==> config.mk <==
export PLATFORM = sky130hd
export DESIGN_NAME = lzw_ctrl
export DESIGN_NICKNAME = d
export VERILOG_FILES = /design/src/hdl/lzw_pkg.sv /design/src/hdl/lzw_ctrl.sv
export SDC_FILE = /design/constraint.sdc
export NUM_CORES = 1
export LEC_CHECK = 0
export ABC_AREA = 1
export BUFFER_PORTS_ARGS = -buffer_cell sky130_fd_sc_hd__buf_2
export CORE_AREA = 2 2 39 41
export CTS_CLUSTER_DIAMETER = 30
export DETAILED_ROUTE_END_ITERATION = 10
export DIE_AREA = 0 0 41 43
export SLEW_MARGIN = 20
export SYNTH_ARGS = -nofsm -noshare
export SYNTH_HDL_FRONTEND = slang
export SYNTH_SLANG_ARGS = --single-unit
export TNS_END_PERCENT = 1
==> constraint.sdc <==
create_clock -name clk -period 1.55 [get_ports clk]
set_input_delay 0.465 -clock clk [delete_from_list [all_inputs] [get_ports clk]]
set_output_delay 0.465 -clock clk [all_outputs]
set_load 0.01 [all_outputs]
==> src/hdl/lzw_pkg.sv <==
package lzw_pkg;

	localparam int unsigned FIRST_CODE = 256;
	localparam int unsigned OUT_W      = 12;
	localparam int unsigned EPOCH_W    = 8;

	typedef enum logic [2:0] {
		ST_CLEAR,
		ST_IDLE,
		ST_READ,
		ST_CHECK,
		ST_EMIT_MISS,
		ST_EMIT_END
	} lzw_state_t;

	typedef struct packed {
		logic in_ready;
		logic ram_rd;
		logic probe_next;
		logic take_hit;
		logic emit_miss;
		logic emit_end;
		logic clr_step;
		logic clr_done;
	} lzw_cmd_t;

	typedef struct packed {
		logic in_valid;
		logic in_last;
		logic pvalid;
		logic last;
		logic hit;
		logic empty;
		logic out_free;
		logic clr_last;
		logic epoch_max;
	} lzw_stat_t;

endpackage

==> src/hdl/lzw_ctrl.sv <==
module lzw_ctrl (
	input  logic              clk,
	input  logic              arst_n,
	input  lzw_pkg::lzw_stat_t stat,
	output lzw_pkg::lzw_cmd_t  cmd
);
	import lzw_pkg::*;

	lzw_state_t state_q, state_d;

	always_ff @(posedge clk or negedge arst_n) begin
		if (!arst_n) begin
			state_q <= ST_CLEAR;
		end else begin
			state_q <= state_d;
		end
	end

	always_comb begin
		state_d = state_q;
		cmd     = '0;
		case (state_q)
			ST_CLEAR: begin
				cmd.clr_step = 1'b1;
				if (stat.clr_last) begin
					cmd.clr_done = 1'b1;
					state_d      = ST_IDLE;
				end
			end
			ST_IDLE: begin
				cmd.in_ready = 1'b1;
				if (stat.in_valid) begin
					if (!stat.pvalid) begin
						state_d = stat.in_last ? ST_EMIT_END : ST_IDLE;
					end else begin
						state_d = ST_READ;
					end
				end
			end
			ST_READ: begin
				cmd.ram_rd = 1'b1;
				state_d    = ST_CHECK;
			end
			ST_CHECK: begin
				if (stat.hit) begin
					cmd.take_hit = 1'b1;
					state_d      = stat.last ? ST_EMIT_END : ST_IDLE;
				end else if (stat.empty) begin
					state_d = ST_EMIT_MISS;
				end else begin
					cmd.probe_next = 1'b1;
					state_d        = ST_READ;
				end
			end
			ST_EMIT_MISS: begin
				if (stat.out_free) begin
					cmd.emit_miss = 1'b1;
					state_d       = stat.last ? ST_EMIT_END : ST_IDLE;
				end
			end
			ST_EMIT_END: begin
				if (stat.out_free) begin
					cmd.emit_end = 1'b1;
					state_d      = stat.epoch_max ? ST_CLEAR : ST_IDLE;
				end
			end
			default: state_d = ST_CLEAR;
		endcase
	end

	// an item is only taken with no lookup in flight
	assert property (@(posedge clk) disable iff (!arst_n)
		cmd.in_ready |-> state_q == ST_IDLE)
		else $error("input taken outside idle");
	assert property (@(posedge clk) disable iff (!arst_n)
		cmd.take_hit |-> $past(cmd.ram_rd))
		else $error("hit taken without a read");
	assert property (@(posedge clk) disable iff (!arst_n)
		cmd.clr_done |=> state_q == ST_IDLE)
		else $error("clear did not end in idle");
endmodule

Yosys cells after proc, flatten, opt, wreduce, memory -nomap -nowiden
Index checks and enable logic that the tools add are counted.
{ "word_totals": {"regBits": 3, "latch_bits": 0, "ram_bits": 0, "romBits": 0, "input_bits": 11, "output_inout_bits": 8, "elab_cells": 34, "n_memories": 0} }
{ "op_classes": {"n_addsub": 0, "mul": 0, "n_div": 0, "order_cmp": 0, "eq_ne": 9, "n_shift": 0, "n_mux": 22, "bitwise": 0, "reduce_logical": 2} }
{ "op_table": {"columns": ["op", "count"], "rows": [
  ["two-way mux 3 bit", 9],
  ["one-hot mux 3 bit (6 select lines)", 1],
  ["two-way mux 1 bit", 10],
  ["inequality test 2 bit, second input constant", 4],
  ["== test 3 x 2 -> 1 bit, second input constant", 2],
  ["== test 3 bit, second input constant", 2],
  ["two-way mux 2 bit", 2],
  ["AND reduction 4 bit", 1],
  ["== test 3 x 1 -> 1 bit, second input constant", 1],
  ["logical NOT 3 bit", 1]
]} }

Logic depth before layout (Yosys ltp)
Gate-level depths: netlist of run 1.
{ "depth": {"depth_word": 4, "mapped_depth": 7, "ltp_nobuf": 7} }

Worst setup path after synthesis of run 1
No wires, ideal clock.
{ "synth_timing": {"path_type": "flip-flop to output port", "start": "register state_q[2]", "end": "output cmd[0] in the netlist's numbering", "arrival_ns": 1.006, "required_time_ns": 1.085, "setup_slack_ns": 0.079, "path_stages_with_launch": 5, "n_path_buf": 1, "cell_sequence": "dfrtp_1 -> buf_6 -> nor2_2 -> inv_1 -> nor3_1"} }
{ "synth_lines": {"columns": ["item", "line", "text"], "rows": [
  ["start: declaration", "lzw_ctrl.sv:9", "lzw_state_t state_q, state_d;"],
  ["start signal: assignment", "lzw_ctrl.sv:15", "state_q <= state_d;"],
  ["end: declaration", "lzw_ctrl.sv:5", "output lzw_pkg::lzw_cmd_t cmd"]
]} }

==> key figures, run 1 <==
Die
  – Die area: 0.001763 mm^2
  – Initial Util: 24.14%
  – Cell Rows: 14
  – Die width: 41 um
  – Die Span Y: 43 um
  – Core area: 0.001384 mm^2
  – Io pins: 19

Worst hold path
  – Hold Crit Class: in -> async

Placed design
  – Hpwl dp: 641.2 um
  – Placer Congestion: 0.7563
  – Inst Count DP: 95
  – Buffers on Ports: 18

CTS
  – Htree depth: 1
  – Num CTS Buffers: 3
  – Root buf cell: clkbuf_4
  – Worst-Skew Late Latency: 0.24 ns
  – Num Clock Sinks: 3
  – CTS tree: yes
  – Clk slew on worst S/H paths: 0.04 ns
  – CTS Buffer Depth: 2
  – Post-CTS setup buffer count: 0

Timing
  – Fin. Hold Viols: 0
  – Slew Viols, Final: 0
  – Fin crit period: 1.609 ns
  – Fin worst setup slack: -0.05863 ns
  – Final Cycle Share: 103.8%
  – Clock Skew: 0.003894 ns
  – Fmax: 621.6 MHz
  – Worst slew pin tran: 0.1520 ns
  – RSZ-0062 raised after global routing: true
  – Setup-failing EPs final: 7
  – Slew Limit Headroom: 89.81%

Final layout
  – Area grow syn2layout: 40.82%
  – Non-Filler Instances: 99
  – Max FFs per register: 3
  – Share of layout cells above drive strength 1: 33.73%
  – Final-stage net count: 95
  – Post-route core utilization: 34.00%
  – Fillers: 163
  – Most frequent cells in the layout: 18 x nand2_1, 18 x buf_2, 13 x inv_1
  – ANT cells: 0
  – Most flops, register: state_q
  – Top Registers: state_q (3)

Synth
  – Xor/xnor cell area share of the yosys netlist: 0%
  – Synth Area in Compound Gates: 0%
  – Mapped Area: 334.1 um^2
  – Seq/Total Area, Yosys: 22.47%
  – Netlist cell types: 11
  – Syn Nets: 72
  – Post-synthesis adder-cell area fraction: 0%
  – Syn Inst Count: 61
  – Largest family of logic cells by synthesized area: simple AND/OR/NAND/NOR gates
  – Post-synthesis simple-gate area fraction: 57.30%
  – Mux cell area share after synthesis: 0%
  – Avg Cell Area, Syn: 5.477 um^2
  – #FFs+latches synth: 3
  – Yosys synthesis warning count: 0

Global route
  – Largest net degree at the start of global routing: 9
  – GRT overflow: 0
  – Initial antenna violation count: 0
  – All-layer global routing usage: 9.567%
  – First-pass GRT wire length: 1117 um
  – Vias in the first global route: 304

Drt
  – Via Count: 412
  – WL final: 763 um
  – DR vias/cell: 4.162
  – Initial DRC count: 4
  – Wire length per cell: 7.707 um
  – Final ANT Viol Nets: 0
  – First-pass detailed-route iteration total: 3
  – # DRC: 0

Critical path
  – FF-to-FF setup slack: 0.41 ns
  – CP max FO: 7
  – Reg-to-Reg Start: state_q[1]
  – Req. time, crit path: 1.08 ns
  – Setup Crit Path Kind: reg -> out
  – R2R cell count: 7
  – Critical Path AT: 1.14 ns
  – Critical Path Source Type: flop
  – FF-to-FF End: state_q[0]
  – Worst Setup End Kind: output port

Power
  – Peak VDD IR: 526.9 uV
  – P per Cell Area: 1522 mW/mm^2
  – Lkg Pwr: 0.3122 nW

Outcome
  – Outcome: finished with violations
  – Failing checks: negative setup slack

Flow run
  – Max-cap violations: 0
[cell usage after synthesis]
master	count	area, um^2
nand2_1	18	67.56
nand3_1	11	55.05
dfrtp_1	3	75.07
nor2_2	1	6.260
nor2_1	8	30.03
buf_6	1	11.26
inv_1	13	48.80
nor3_1	3	15.01
nor3_2	1	10.01
buf_4	1	7.510
nand3b_1	1	7.510
[critical path, stage by stage, from the launching register on]
cell,delay [ns]
dfrtp_2,0.44
nor2_2,0.14
inv_1,0.07
nor3_1,0.11
buf_2,0.15
[worst max-delay path by stage]
stage	to	slack (ns)	startpoint
floorplan	cmd[0]	0.08	state_q[2]
global placement	cmd[0]	0.16	state_q[2]
detailed placement	cmd[5]	0.17	stat[3]
CTS	cmd[0]	-0.06	state_q[1]
global route	cmd[0]	-0.15	state_q[1]
finish	cmd[0]	-0.06	state_q[1]
[stage by stage]
stage                     instance area [um^2]  hold WS, ns  setup TNS, ns  power (W)  setup slack, ns
final                                    470.5      0.01041        -0.1799  0.0007161         -0.05863
after CTS                                470.5     0.009033        -0.2259  0.0007257         -0.05991
after global placement                   440.4       0.2621              0  0.0005723           0.1598
after global routing                     470.5     0.005932        -0.8169  0.0007906          -0.1549
after floorplan                          334.1       0.1694              0  0.0004497          0.07865
after detailed placement                 440.4       0.2610              0  0.0005746           0.1652
[power breakdown]
group	internal (W)	leakage (nW)	switching, W	total [W]
logic	0.000172	0.263	0.000236	0.000407
registers	0.000114	0.0344	0.0000545	0.000168
clock network	0.0000967	0.0150	0.0000439	0.000141
total	0.000382	0.312	0.000334	0.000716
[kinds of logic (layout without fill, tap and decap cells)]
group         after synthesis  in the layout
flops                       3              3
simple gates               43             43
buf+inv                    15             37
[metal layers]
layer / up-vias / part of all wire (%) / global-route usage [%]
li1: 227 / - / -
met3: 2 / 8.3 / 0
met4: 0 / 2.8 / 8.000
met5: - / 0 / 0
met1: 166 / 47 / 12.34
met2: 17 / 42 / 14.06
[cell type report]
class | instances | area [um^2] | area share [%]
Multi-Input combinational cell | 43 | 191.4 | 40.69
Timing Repair Buffer | 20 | 105.1 | 22.34
Sequential cell | 3 | 78.83 | 16.76
Inverter | 13 | 48.80 | 10.37
Clock buffer | 4 | 26.28 | 5.585
Tap cell | 16 | 20.02 | 4.255
[what timing repair did]
item,in CTS,in global routing
pin swaps,1,0
hold endpoints to repair,0,0
hold buffers,0,0
setup endpoints to repair,8,8
resized for setup,3,0
(Power assumes the default switching activity.)
==> run 2, diff against run 1 <==
--- a/config.mk
+++ b/config.mk
@@ -9,6 +9,7 @@
 export BUFFER_PORTS_ARGS = -buffer_cell sky130_fd_sc_hd__buf_2
 export CORE_AREA = 2 2 39 41
 export CTS_CLUSTER_DIAMETER = 30
+export CTS_CLUSTER_SIZE = 14
 export DETAILED_ROUTE_END_ITERATION = 10
 export DIE_AREA = 0 0 41 43
 export SLEW_MARGIN = 20
==> constraint.sdc (replaced) <==
create_clock -name clk -period 1.55 [get_ports clk]
set_input_delay 0.465 -clock clk [delete_from_list [all_inputs] [get_ports clk]]
set_output_delay 0.465 -clock clk [all_outputs]
set_load 0.1 [all_outputs]
==> key figures, run 2 (synthesized netlist as in run 1, its figures left out) <==
Outcome
  – Outcome: finished with violations
  – Failing checks: negative setup slack

Drt
  – Final ANT Viol Nets: 0
  – DR vias/cell: 4.340
  – WL final: 998 um
  – Via Count: 460
  – Wire length per cell: 9.415 um
  – # DRC: 0
  – Initial DRC count: 7
  – First-pass detailed-route iteration total: 3

Timing
  – Slew Viols, Final: 0
  – Final Cycle Share: 115.8%
  – RSZ-0062 raised after global routing: true
  – Fmax: 557.2 MHz
  – Slew Limit Headroom: 86.07%
  – Setup-failing EPs final: 8
  – Clock Skew: 0.004108 ns
  – Fin. Hold Viols: 0
  – Setup_tns: -1.513 ns
  – Worst slew pin tran: 0.2083 ns
  – Fin crit period: 1.795 ns
  – Fin worst setup slack: -0.2446 ns

Final layout
  – Fillers: 127
  – ANT cells: 0
  – Most common cell after layout, fill and taps aside: nand2_1
  – Most flops, register: state_q
  – Area grow syn2layout: 121.3%
  – Most frequent cells in the layout: 18 x nand2_1, 10 x buf_2, 9 x inv_1, 9 x nand3_1, 9 x buf_12
  – Share of layout cells above drive strength 1: 51.11%
  – Final-stage net count: 102
  – Top Registers: state_q (3)
  – Max FFs per register: 3

Placed design
  – Hpwl dp: 740.8 um
  – Placer Congestion: 0.8199
  – Buffers on Ports: 18

CTS
  – CTS Buffer Depth: 2
  – Num Clock Sinks: 3
  – Root buf cell: clkbuf_4
  – Num CTS Buffers: 3
  – Worst-Skew Late Latency: 0.23 ns
  – Htree depth: 1
  – CTS tree: yes
  – Clk slew on worst S/H paths: 0.04 ns

Power
  – Internal power: 0.0007127 W
  – Gate power share: 80.3%
  – Total power after layout: 0.001602 W
  – Psw: 0.0008894 W
  – Peak VDD IR: 723.5 uV
  – Switching share of power: 55.51%
  – Flop pwr share: 11.2%
  – Lkg Pwr: 0.3933 nW
  – P per Cell Area: 2167 mW/mm^2
  – Clock power frac: 8.5%

Global route
  – First-pass GRT wire length: 1545 um
  – Initial antenna violation count: 0
  – All-layer global routing usage: 12.34%
  – Vias in the first global route: 413
  – Largest net degree at the start of global routing: 7
  – GRT overflow: 0

Critical path
  – Critical Path Source: state_q[1]
  – Reg-to-Reg Start: state_q[1]
  – Worst Setup End Kind: output port
  – CP max FO: 6
  – CP max stage cell: dfrtp_2
  – Cell Chain, Critical Path: nor2_4, inv_4, nor3_4, buf_12
  – Setup Crit Path Kind: reg -> out
  – Critical Path AT: 1.33 ns
  – CP delay by family, top: flip-flops
  – Critical Path Source Type: flop
  – CP peak stage delay: 0.45 ns
  – WP buf/inv: 2
  – Req. time, crit path: 1.08 ns

Die
  – Initial Util: 24.14%
  – Die Span Y: 43 um
  – Die area: 0.001763 mm^2
  – Cell Rows: 14
  – Io pins: 19
  – Core area: 0.001384 mm^2
  – Die width: 41 um

Worst hold path
  – Hold Crit Class: in -> async

Flow run
  – Max-cap violations: 0
-- run 2: changes by cell type in the layout (fill, tap and decap cells not counted), sizes merged --
cell,delta
buf,+7
-- run 2: what timing repair did --
action                     CTS  global route
hold buffers                 0             0
cloned                       0             0
pin swaps                    2             3
setup buffers                3             1
gates resized for setup      5             4
setup endpoints to repair    8             8
-- run 2: power by group through the flow --
stage	Clock (W)	Combinational [W]	Sequential (W)
2_1_floorplan	0	0.000809	0.000137
3_3_place_gp	0	0.00116	0.000163
3_5_place_dp	0	0.00117	0.000166
4_1_cts	0.000137	0.00126	0.000170
5_1_grt	0.000137	0.00136	0.000186
6_report	0.000136	0.00129	0.000180
-- run 2: worst paths after layout --
path | to | slack [ns] | cells after the start
worst min register to register | state_q[0] | 0.61 | 2
max in group asynchronous | state_q[0] | 1.41 | 1
min in group clk | state_q[1] | 0.55 | 4
worst max register to register | state_q[0] | 0.35 | 7
worst max-delay path | cmd[0] | -0.24 | 4
worst min-delay path | state_q[1] | 0.02 | 1
-- run 2: routing by layer --
metal | up-vias | wire (um) | global-route usage, %
li1 | 246 | - | -
met1 | 200 | 380 | 14.80
met2 | 12 | 561 | 20.94
met3 | 2 | 44 | 0.5236
met4 | 0 | 11 | 6.000
met5 | - | 0 | 0
-- run 2: per-stage QoR --
| stage | cells | hold slack [ns] | util [%] | area, um^2 | setup WS (ns) |
|---|---|---|---|---|---|
| detailed placement | 98 | 0.2604 | 46.75 | 646.9 | -0.006321 |
| global placement | 98 | 0.2610 | 46.75 | 646.9 | 0.03623 |
| global route | 106 | 0.02751 | 53.44 | 739.5 | -0.2783 |
| floorplan | 61 | 0.1694 | - | 397.9 | -0.4013 |
| CTS | 105 | 0.01624 | 51.72 | 715.7 | -0.2404 |
| finish | 106 | 0.01784 | 53.44 | 739.5 | -0.2446 |
-- run 2: layout make-up --
cell class                      count  area, um^2  share of cell area (%)
Timing Repair Buffer               27       294.0                   39.76
Multi-Input combinational cell     43       269.0                   36.38
Sequential cell                     3       78.83                   10.66
Inverter                           13       51.30                   6.937
Clock buffer                        4       26.28                   3.553
Tap cell                           16       20.02                   2.707
